<file path="src/sv/nqb_pkg.sv">
// ----------------------------------------------------------------------------
// nqb_pkg
// Shared constants of the N-queens backtracking solver.
// ----------------------------------------------------------------------------
package nqb_pkg;

    // Default largest board the search storage is sized for
    localparam int MAX_BOARD_DEF = 16;

    // Results per item never exceed this, so boards saturate to it, or to MAX_BOARD if smaller
    localparam int RESULT_LIMIT = 16;

    // Width of a row or column number on the result port and in the stack
    localparam int ROW_W = 4;

endpackage

</file>
<file path="src/sv/nqb_square_unit.sv">
// ----------------------------------------------------------------------------
// nqb_square_unit
// Shared square unit: tests a square against the row and diagonal masks and
// gives the one-hot bits that place or lift a queen on it.
// ----------------------------------------------------------------------------
module nqb_square_unit #(
    parameter int MAX_BOARD = nqb_pkg::MAX_BOARD_DEF
) (
    input  logic [nqb_pkg::ROW_W-1:0] row,
    input  logic [nqb_pkg::ROW_W-1:0] col,
    input  logic [MAX_BOARD-1:0]      rows_taken,
    input  logic [2*MAX_BOARD-2:0]    fall_taken,
    input  logic [2*MAX_BOARD-2:0]    rise_taken,
    output logic                      free,
    output logic [MAX_BOARD-1:0]      row_bit,
    output logic [2*MAX_BOARD-2:0]    fall_bit,
    output logic [2*MAX_BOARD-2:0]    rise_bit
);

    localparam int DIAG_W     = 2 * MAX_BOARD - 1;
    localparam int DIAG_IDX_W = $clog2(DIAG_W);
    localparam int ROW_IDX_W  = (MAX_BOARD > 1) ? $clog2(MAX_BOARD) : 1;

    logic [DIAG_IDX_W-1:0] fall_idx;
    logic [DIAG_IDX_W-1:0] rise_idx;

    // Map the square onto its two diagonals
    assign fall_idx = DIAG_IDX_W'(row) + DIAG_IDX_W'(MAX_BOARD - 1) - DIAG_IDX_W'(col);
    assign rise_idx = DIAG_IDX_W'(row) + DIAG_IDX_W'(col);

    // Decode one-hot mask bits
    assign row_bit  = MAX_BOARD'(1) << ROW_IDX_W'(row);
    assign fall_bit = DIAG_W'(1) << fall_idx;
    assign rise_bit = DIAG_W'(1) << rise_idx;

    // Square is free when none of its lines holds a queen
    assign free = ((rows_taken & row_bit) == '0) &&
                  ((fall_taken & fall_bit) == '0) &&
                  ((rise_taken & rise_bit) == '0);

endmodule

</file>
<file path="src/sv/n_queens_backtrack_solver.sv">
// ----------------------------------------------------------------------------
// n_queens_backtrack_solver
// Depth-first backtracking search for the first placement of N queens.
// ----------------------------------------------------------------------------
// Input channel: in_valid / in_stall with board_size. A size above the
// smaller of MAX_BOARD and 16 is saturated to that limit. The block takes one
// item, then holds in_stall high until the whole search and all of its
// results have been handed to the output register.
// Output channel: out_valid / out_stall with column_index, queen_row, found
// and last. A solution gives one item per column, in column order, with last
// on the final column; size 0 or a board with no placement gives a single
// item with found low and last high.
// Search steps: each candidate square tried is one check in the shared
// square unit; a step back reads the stack, then lifts the queen; each
// result is first read from the row stack memory port, then loaded into
// the output register.
// Reset clears the sequencer, masks and output valid; the row stack is not
// cleared since the search writes each entry before reading it. While the
// receiver stalls, the held result stays put and the sequencer waits.
// ----------------------------------------------------------------------------
module n_queens_backtrack_solver #(
    parameter int MAX_BOARD = nqb_pkg::MAX_BOARD_DEF
) (
    input  logic                      clk,
    input  logic                      rst_n,
    input  logic                      in_valid,
    output logic                      in_stall,
    input  logic [4:0]                board_size,
    output logic                      out_valid,
    input  logic                      out_stall,
    output logic [nqb_pkg::ROW_W-1:0] column_index,
    output logic [nqb_pkg::ROW_W-1:0] queen_row,
    output logic                      found,
    output logic                      last
);

    localparam int ROW_W  = nqb_pkg::ROW_W;
    localparam int LIMIT  = (MAX_BOARD < nqb_pkg::RESULT_LIMIT) ?
                            MAX_BOARD : nqb_pkg::RESULT_LIMIT;
    localparam int CNT_W  = $clog2(LIMIT + 1);
    localparam int IDX_W  = $clog2(MAX_BOARD);
    localparam int DIAG_W = 2 * MAX_BOARD - 1;

    typedef enum logic [5:0] {
        S_IDLE    = 6'b000001,
        S_CHECK   = 6'b000010,
        S_POP     = 6'b000100,
        S_EMIT_RD = 6'b001000,
        S_EMIT    = 6'b010000,
        S_FAIL    = 6'b100000
    } state_t;

    state_t                state_reg, state_next;
    logic [CNT_W-1:0]      n_reg, n_next;
    logic [CNT_W-1:0]      col_reg, col_next;
    logic [CNT_W-1:0]      cand_reg, cand_next;
    logic [MAX_BOARD-1:0]  rows_taken_reg, rows_taken_next;
    logic [DIAG_W-1:0]     fall_taken_reg, fall_taken_next;
    logic [DIAG_W-1:0]     rise_taken_reg, rise_taken_next;

    logic [ROW_W-1:0]      stack_mem [MAX_BOARD];
    logic [ROW_W-1:0]      rd_data_reg;
    logic                  rd_en;
    logic [IDX_W-1:0]      rd_addr;
    logic                  wr_en;

    logic                  out_valid_reg;
    logic [ROW_W-1:0]      out_col_reg, out_col_next;
    logic [ROW_W-1:0]      out_row_reg, out_row_next;
    logic                  out_found_reg, out_found_next;
    logic                  out_last_reg, out_last_next;
    logic                  out_load;
    logic                  out_free;

    logic [ROW_W-1:0]      unit_row;
    logic                  unit_free;
    logic [MAX_BOARD-1:0]  unit_row_bit;
    logic [DIAG_W-1:0]     unit_fall_bit;
    logic [DIAG_W-1:0]     unit_rise_bit;
    logic [CNT_W-1:0]      size_sat;

    // Saturate the requested size to the supported limit
    assign size_sat = (board_size > 5'(LIMIT)) ? CNT_W'(LIMIT) : CNT_W'(board_size);

    // Feed the shared unit: stacked row when stepping back, else the candidate
    assign unit_row = (state_reg == S_POP) ? rd_data_reg : ROW_W'(cand_reg);

    nqb_square_unit #(
        .MAX_BOARD (MAX_BOARD)
    ) u_square (
        .row        (unit_row),
        .col        (ROW_W'(col_reg)),
        .rows_taken (rows_taken_reg),
        .fall_taken (fall_taken_reg),
        .rise_taken (rise_taken_reg),
        .free       (unit_free),
        .row_bit    (unit_row_bit),
        .fall_bit   (unit_fall_bit),
        .rise_bit   (unit_rise_bit)
    );

    assign out_free = !out_valid_reg || !out_stall;
    assign in_stall = (state_reg != S_IDLE);

    // Sequence the search and the result stream
    always_comb
    begin
        state_next      = state_reg;
        n_next          = n_reg;
        col_next        = col_reg;
        cand_next       = cand_reg;
        rows_taken_next = rows_taken_reg;
        fall_taken_next = fall_taken_reg;
        rise_taken_next = rise_taken_reg;
        rd_en           = 1'b0;
        rd_addr         = IDX_W'(col_reg - CNT_W'(1));
        wr_en           = 1'b0;
        out_load        = 1'b0;
        out_col_next    = '0;
        out_row_next    = '0;
        out_found_next  = 1'b0;
        out_last_next   = 1'b1;

        unique case (state_reg)
            S_IDLE:
            begin
                if (in_valid)
                begin
                    n_next          = size_sat;
                    col_next        = '0;
                    cand_next       = '0;
                    rows_taken_next = '0;
                    fall_taken_next = '0;
                    rise_taken_next = '0;
                    state_next      = (size_sat == '0) ? S_FAIL : S_CHECK;
                end
            end
            S_CHECK:
            begin
                priority if (col_reg == n_reg)
                begin
                    cand_next  = '0;
                    state_next = S_EMIT_RD;
                end
                else if (cand_reg == n_reg)
                begin
                    if (col_reg == '0)
                    begin
                        state_next = S_FAIL;
                    end
                    else
                    begin
                        // Step back: fetch previous column's row
                        rd_en      = 1'b1;
                        col_next   = col_reg - CNT_W'(1);
                        state_next = S_POP;
                    end
                end
                else if (unit_free)
                begin
                    // Place the queen and advance a column
                    wr_en           = 1'b1;
                    rows_taken_next = rows_taken_reg ^ unit_row_bit;
                    fall_taken_next = fall_taken_reg ^ unit_fall_bit;
                    rise_taken_next = rise_taken_reg ^ unit_rise_bit;
                    col_next        = col_reg + CNT_W'(1);
                    cand_next       = '0;
                end
                else
                begin
                    cand_next = cand_reg + CNT_W'(1);
                end
            end
            S_POP:
            begin
                // Lift the queen and try the row below it
                rows_taken_next = rows_taken_reg ^ unit_row_bit;
                fall_taken_next = fall_taken_reg ^ unit_fall_bit;
                rise_taken_next = rise_taken_reg ^ unit_rise_bit;
                cand_next       = CNT_W'(rd_data_reg) + CNT_W'(1);
                state_next      = S_CHECK;
            end
            S_EMIT_RD:
            begin
                rd_en      = 1'b1;
                rd_addr    = IDX_W'(cand_reg);
                state_next = S_EMIT;
            end
            S_EMIT:
            begin
                out_col_next   = ROW_W'(cand_reg);
                out_row_next   = rd_data_reg;
                out_found_next = 1'b1;
                out_last_next  = (cand_reg + CNT_W'(1)) == n_reg;
                if (out_free)
                begin
                    out_load = 1'b1;
                    if (out_last_next)
                    begin
                        state_next = S_IDLE;
                    end
                    else
                    begin
                        cand_next  = cand_reg + CNT_W'(1);
                        state_next = S_EMIT_RD;
                    end
                end
            end
            S_FAIL:
            begin
                if (out_free)
                begin
                    out_load   = 1'b1;
                    state_next = S_IDLE;
                end
            end
            default:
            begin
                state_next = S_IDLE;
            end
        endcase
    end

    // Hold sequencer and occupancy masks
    always_ff @(posedge clk or negedge rst_n)
    begin
        if (!rst_n)
        begin
            state_reg      <= S_IDLE;
            n_reg          <= '0;
            col_reg        <= '0;
            cand_reg       <= '0;
            rows_taken_reg <= '0;
            fall_taken_reg <= '0;
            rise_taken_reg <= '0;
        end
        else
        begin
            state_reg      <= state_next;
            n_reg          <= n_next;
            col_reg        <= col_next;
            cand_reg       <= cand_next;
            rows_taken_reg <= rows_taken_next;
            fall_taken_reg <= fall_taken_next;
            rise_taken_reg <= rise_taken_next;
        end
    end

    // Row stack: one write port, one registered read port
    always_ff @(posedge clk)
    begin
        if (wr_en)
        begin
            stack_mem[IDX_W'(col_reg)] <= ROW_W'(cand_reg);
        end
        if (rd_en)
        begin
            rd_data_reg <= stack_mem[rd_addr];
        end
    end

    // Output valid: set on load, drop once taken
    always_ff @(posedge clk or negedge rst_n)
    begin
        if (!rst_n)
        begin
            out_valid_reg <= 1'b0;
        end
        else if (out_load)
        begin
            out_valid_reg <= 1'b1;
        end
        else if (!out_stall)
        begin
            out_valid_reg <= 1'b0;
        end
    end

    // Output payload
    always_ff @(posedge clk)
    begin
        if (out_load)
        begin
            out_col_reg   <= out_col_next;
            out_row_reg   <= out_row_next;
            out_found_reg <= out_found_next;
            out_last_reg  <= out_last_next;
        end
    end

    assign out_valid    = out_valid_reg;
    assign column_index = out_col_reg;
    assign queen_row    = out_row_reg;
    assign found        = out_found_reg;
    assign last         = out_last_reg;

endmodule

</file>
<file path="config.mk">
export PLATFORM = sky130hd
export DESIGN_NAME = n_queens_backtrack_solver
export DESIGN_NICKNAME = d
export VERILOG_FILES = /design/src/sv/nqb_pkg.sv /design/src/sv/nqb_square_unit.sv /design/src/sv/n_queens_backtrack_solver.sv
export SDC_FILE = /design/constraint.sdc
export NUM_CORES = 1
export LEC_CHECK = 0
export BUFFER_PORTS_ARGS = -buffer_cell sky130_fd_sc_hd__clkbuf_2
export CAP_MARGIN = 40
export CORE_ASPECT_RATIO = 1.75
export CORE_MARGIN = 2
export CORE_UTILIZATION = 23
export DETAILED_ROUTE_END_ITERATION = 12
export PLACE_DENSITY = 0.47
export SKIP_LAST_GASP = 1
export SLEW_MARGIN = 20
export SYNTH_ARGS = -nofsm -noshare
export SYNTH_HDL_FRONTEND = slang
export SYNTH_SLANG_ARGS = --single-unit
</file>
<file path="constraint.sdc">
create_clock -name clk -period 4.7 [get_ports clk]
set_input_delay 0.47 -clock clk [delete_from_list [all_inputs] [get_ports clk]]
set_output_delay 0.47 -clock clk [all_outputs]
set_load 0.03 [all_outputs]
</file>
==> reports/qor.txt <==
R2R depth: 22
Final Cycle Share: 1.02
Ports: 21
Placement Cell Area: 12000 sq um
Layout Skew: 0.0144 ns
vias in the first global route: 8456
Post-Syn Instances: 1029
GRT overflow: 0
GRT Util Overall: 0.134
data arrival time of the critical path: 4.97 ns
Synth Register Bits: 178
CTS Buffer Depth: 2
Avg Cell Area, Syn: 10.1 sq um
detailed-route DRC error count: 0
ANT nets after route: 0
nets: 1274
Max Cap Viol: 0
status: finished with violations
Fin. Hold Viols: 0
Syn Nets: 1133
Worst Path Required: 4.88 ns
FFs w/ async S/R, synth: 0.562
chip height: 285 um
setup ws final: -0.0952 ns
PortBufs: 20
CTS tree: built
first-pass GRT wire length: 46800 um
worst skew pair latency: 0.46 ns
sequential fraction of design power: 0.263
total number of vias: 7995
# diodes: 0
Hold Crit Class: in -> reg
Post-DP HPWL: 22900 um
pin slew with the least headroom to its limit: 0.865 ns
layout cells sized above 1: 0.265
R2R Path End: stack_mem[9][2]
CORE AREA: 44800 sq um
First-pass DRT Iterations: 4
Sink Count: 178
FILL cells: 4660
Highest Clock Rate: 209 MHz
wire per inst: 17.7 um
class of the most critical setup path: reg -> reg
worst hold margin: 0.246 ns
post-route minimum period: 4.80 ns
Comb pwr share: 0.529
Worst setup EP type: flip-flop
clock-pin slew on the worst setup and hold paths: 0.07 ns
Clk pwr share: 0.208
DP Cell Count: 1694
top-count cell post-synth: nand2_1
EDFF count, synth: 78
maximum VDD drop: 0.418 mV
top cells by area, synth: dfrtp_1 (24%), edfxtp_1 (23%), ha_1 (11%)
Via density: 4.54
Setup crit end: stack_mem[9][2]
initial antenna violation count: 0
Final Max Tran Viols: 0
RR Startpoint: state_reg[1]
Top FF cell, synth: dfrtp_1
max FFs per register: 64
synthesized area: 10400 sq um
cell taking the most area after synthesis: dfrtp_1
die area: 47000 sq um
Internal Pwr Total: 4160 uW
post-synthesis sequential area ratio: 0.466
cell area power density: 507 nW/um^2
Switching Power: 2800 uW
warning count from the yosys run: 0
Unique masters post-synth: 67
R2R setup slack: -0.1 ns
H-Tree Depth: 4
crit path from: state_reg[1]
Cell Count, Final, Fillers Out: 1760
largest net degree at the start of global routing: 36
final instance area: 13700 sq um
largest fanout on the critical path: 5
DRT iter0 DRCs: 342
Setup TNS: -4.47 ns
P&R area growth vs syn: 32.0%
final setup fails: 69
violated checks: negative setup slack
P_leak: 0.00589 uW
Num CTS Buffers: 17
die width: 165 um
Root Buffer: clkbuf_16
RSZ-0062 raised after global routing: true
Switching Fraction: 0.403
pre-CTS setup slack: -0.597 ns
Initial Util: 0.232
top cell type's share of synthesized area: 0.238
most frequent cells after synthesis: nand2_1 (128), dfrtp_1 (99), inv_1 (98)
gpl congestion: 0.879
Slew HR: 0.422
WHS Path Cells: 3
row count: 103
CP startpoint kind: flip-flop
drt total wl: 31200 um
[logic make-up (layout without fill, tap and decap cells)]
logic type               count (synthesis)  in the layout  synth area share
adder cells (fa/ha/maj)                 95             95             0.116
XOR/XNOR                                30             30            0.0253
flip-flops                             178            178             0.466
AND/OR/NAND/NOR                        365            365             0.167
AO/OA/AOI/OAI                          123            124            0.0825
buffers and inverters                  148            301            0.0563
multiplexers                            90             90            0.0874
[through the flow]
stage | total power, uW | utilization
global route | 7320 | 0.306
detailed placement | 4720 | 0.268
CTS | 6390 | 0.291
finish | 6960 | 0.306
global placement | 4710 | 0.267
floorplan | 3640 | -
[power by group through the flow]
| stage | logic (uW) | clock network, uW | registers (uW) |
|---|---|---|---|
| 5_1_grt | 3950 | 1540 | 1840 |
| 6_report | 3680 | 1450 | 1830 |
| 4_1_cts | 3070 | 1500 | 1830 |
| 2_1_floorplan | 1780 | 0 | 1860 |
| 3_5_place_dp | 2850 | 0 | 1860 |
| 3_3_place_gp | 2850 | 0 | 1860 |
[final cells by class]
cell class | instances | area [sq um] | area share
Multi-Input combinational cell | 704 | 5670 | 0.413
Sequential cell | 178 | 4850 | 0.353
Timing Repair Buffer | 171 | 1540 | 0.112
Tap cell | 577 | 722 | 0.0526
Clock buffer | 17 | 425 | 0.0310
Inverter | 98 | 368 | 0.0268
Clock inverter | 15 | 156 | 0.0114
[critical path, stage by stage (launching register included)]
cell and delay, ns:
dfrtp_1 0.42, nor4_4 0.30, nand3b_1 0.22, mux2i_2 0.23
inv_2 0.09, ha_2 0.19, inv_2 0.04, fa_2 0.40
buf_6 0.14, xnor2_1 0.13, buf_4 0.15, nand3_2 0.11
nor2_4 0.06, ha_4 0.16, nor4_4 0.28, buf_4 0.17
nand4_1 0.24, nor4_4 0.38, and2_4 0.25, buf_12 0.12
nand3_4 0.13, nor2_1 0.15, buf_4 0.15
[worst min path at each step]
| stage | start | endpoint |
|---|---|---|
| after floorplan | rst_n | cand_reg[0] |
| after global placement | out_valid | out_valid |
| after detailed placement | rst_n | fall_taken_reg[2] |
| after CTS | out_stall | out_valid |
| after global routing | out_stall | out_valid |
| final | out_stall | out_valid |
[what timing repair did]
item,CTS,global route
buffers inserted,8,15
hold buffers,1,0
gates resized for setup,79,72
endpoints found under the setup margin,152,152
pin swaps,34,29
gates cloned,0,10
hold endpoints to repair,30,0
[placed cells by master, fill, tap and decap left out, types with 18 or more instances in the layout]
cell	synthesis	final
nand2_1	128	123
buf_4	2	114
dfrtp_1	99	99
inv_1	98	94
mux2i_1	86	84
edfxtp_1	78	78
ha_1	93	73
nor2_1	84	69
nor3_1	40	29
o21ai_0	29	26
clkbuf_16	0	23
xnor2_1	22	20
a21oi_1	25	19
clkbuf_2	0	19
nand3_1	23	18
[layer usage]
layer | GRT usage | wire length (um) | up-vias
li1 | - | - | 3888
met1 | 0.118 | 10300 | 3890
met2 | 0.269 | 18300 | 132
met3 | 0.0173 | 499 | 85
met4 | 0.0930 | 2080 | 0
met5 | 0 | 0 | -
Power figures use the tool's default switching activity.
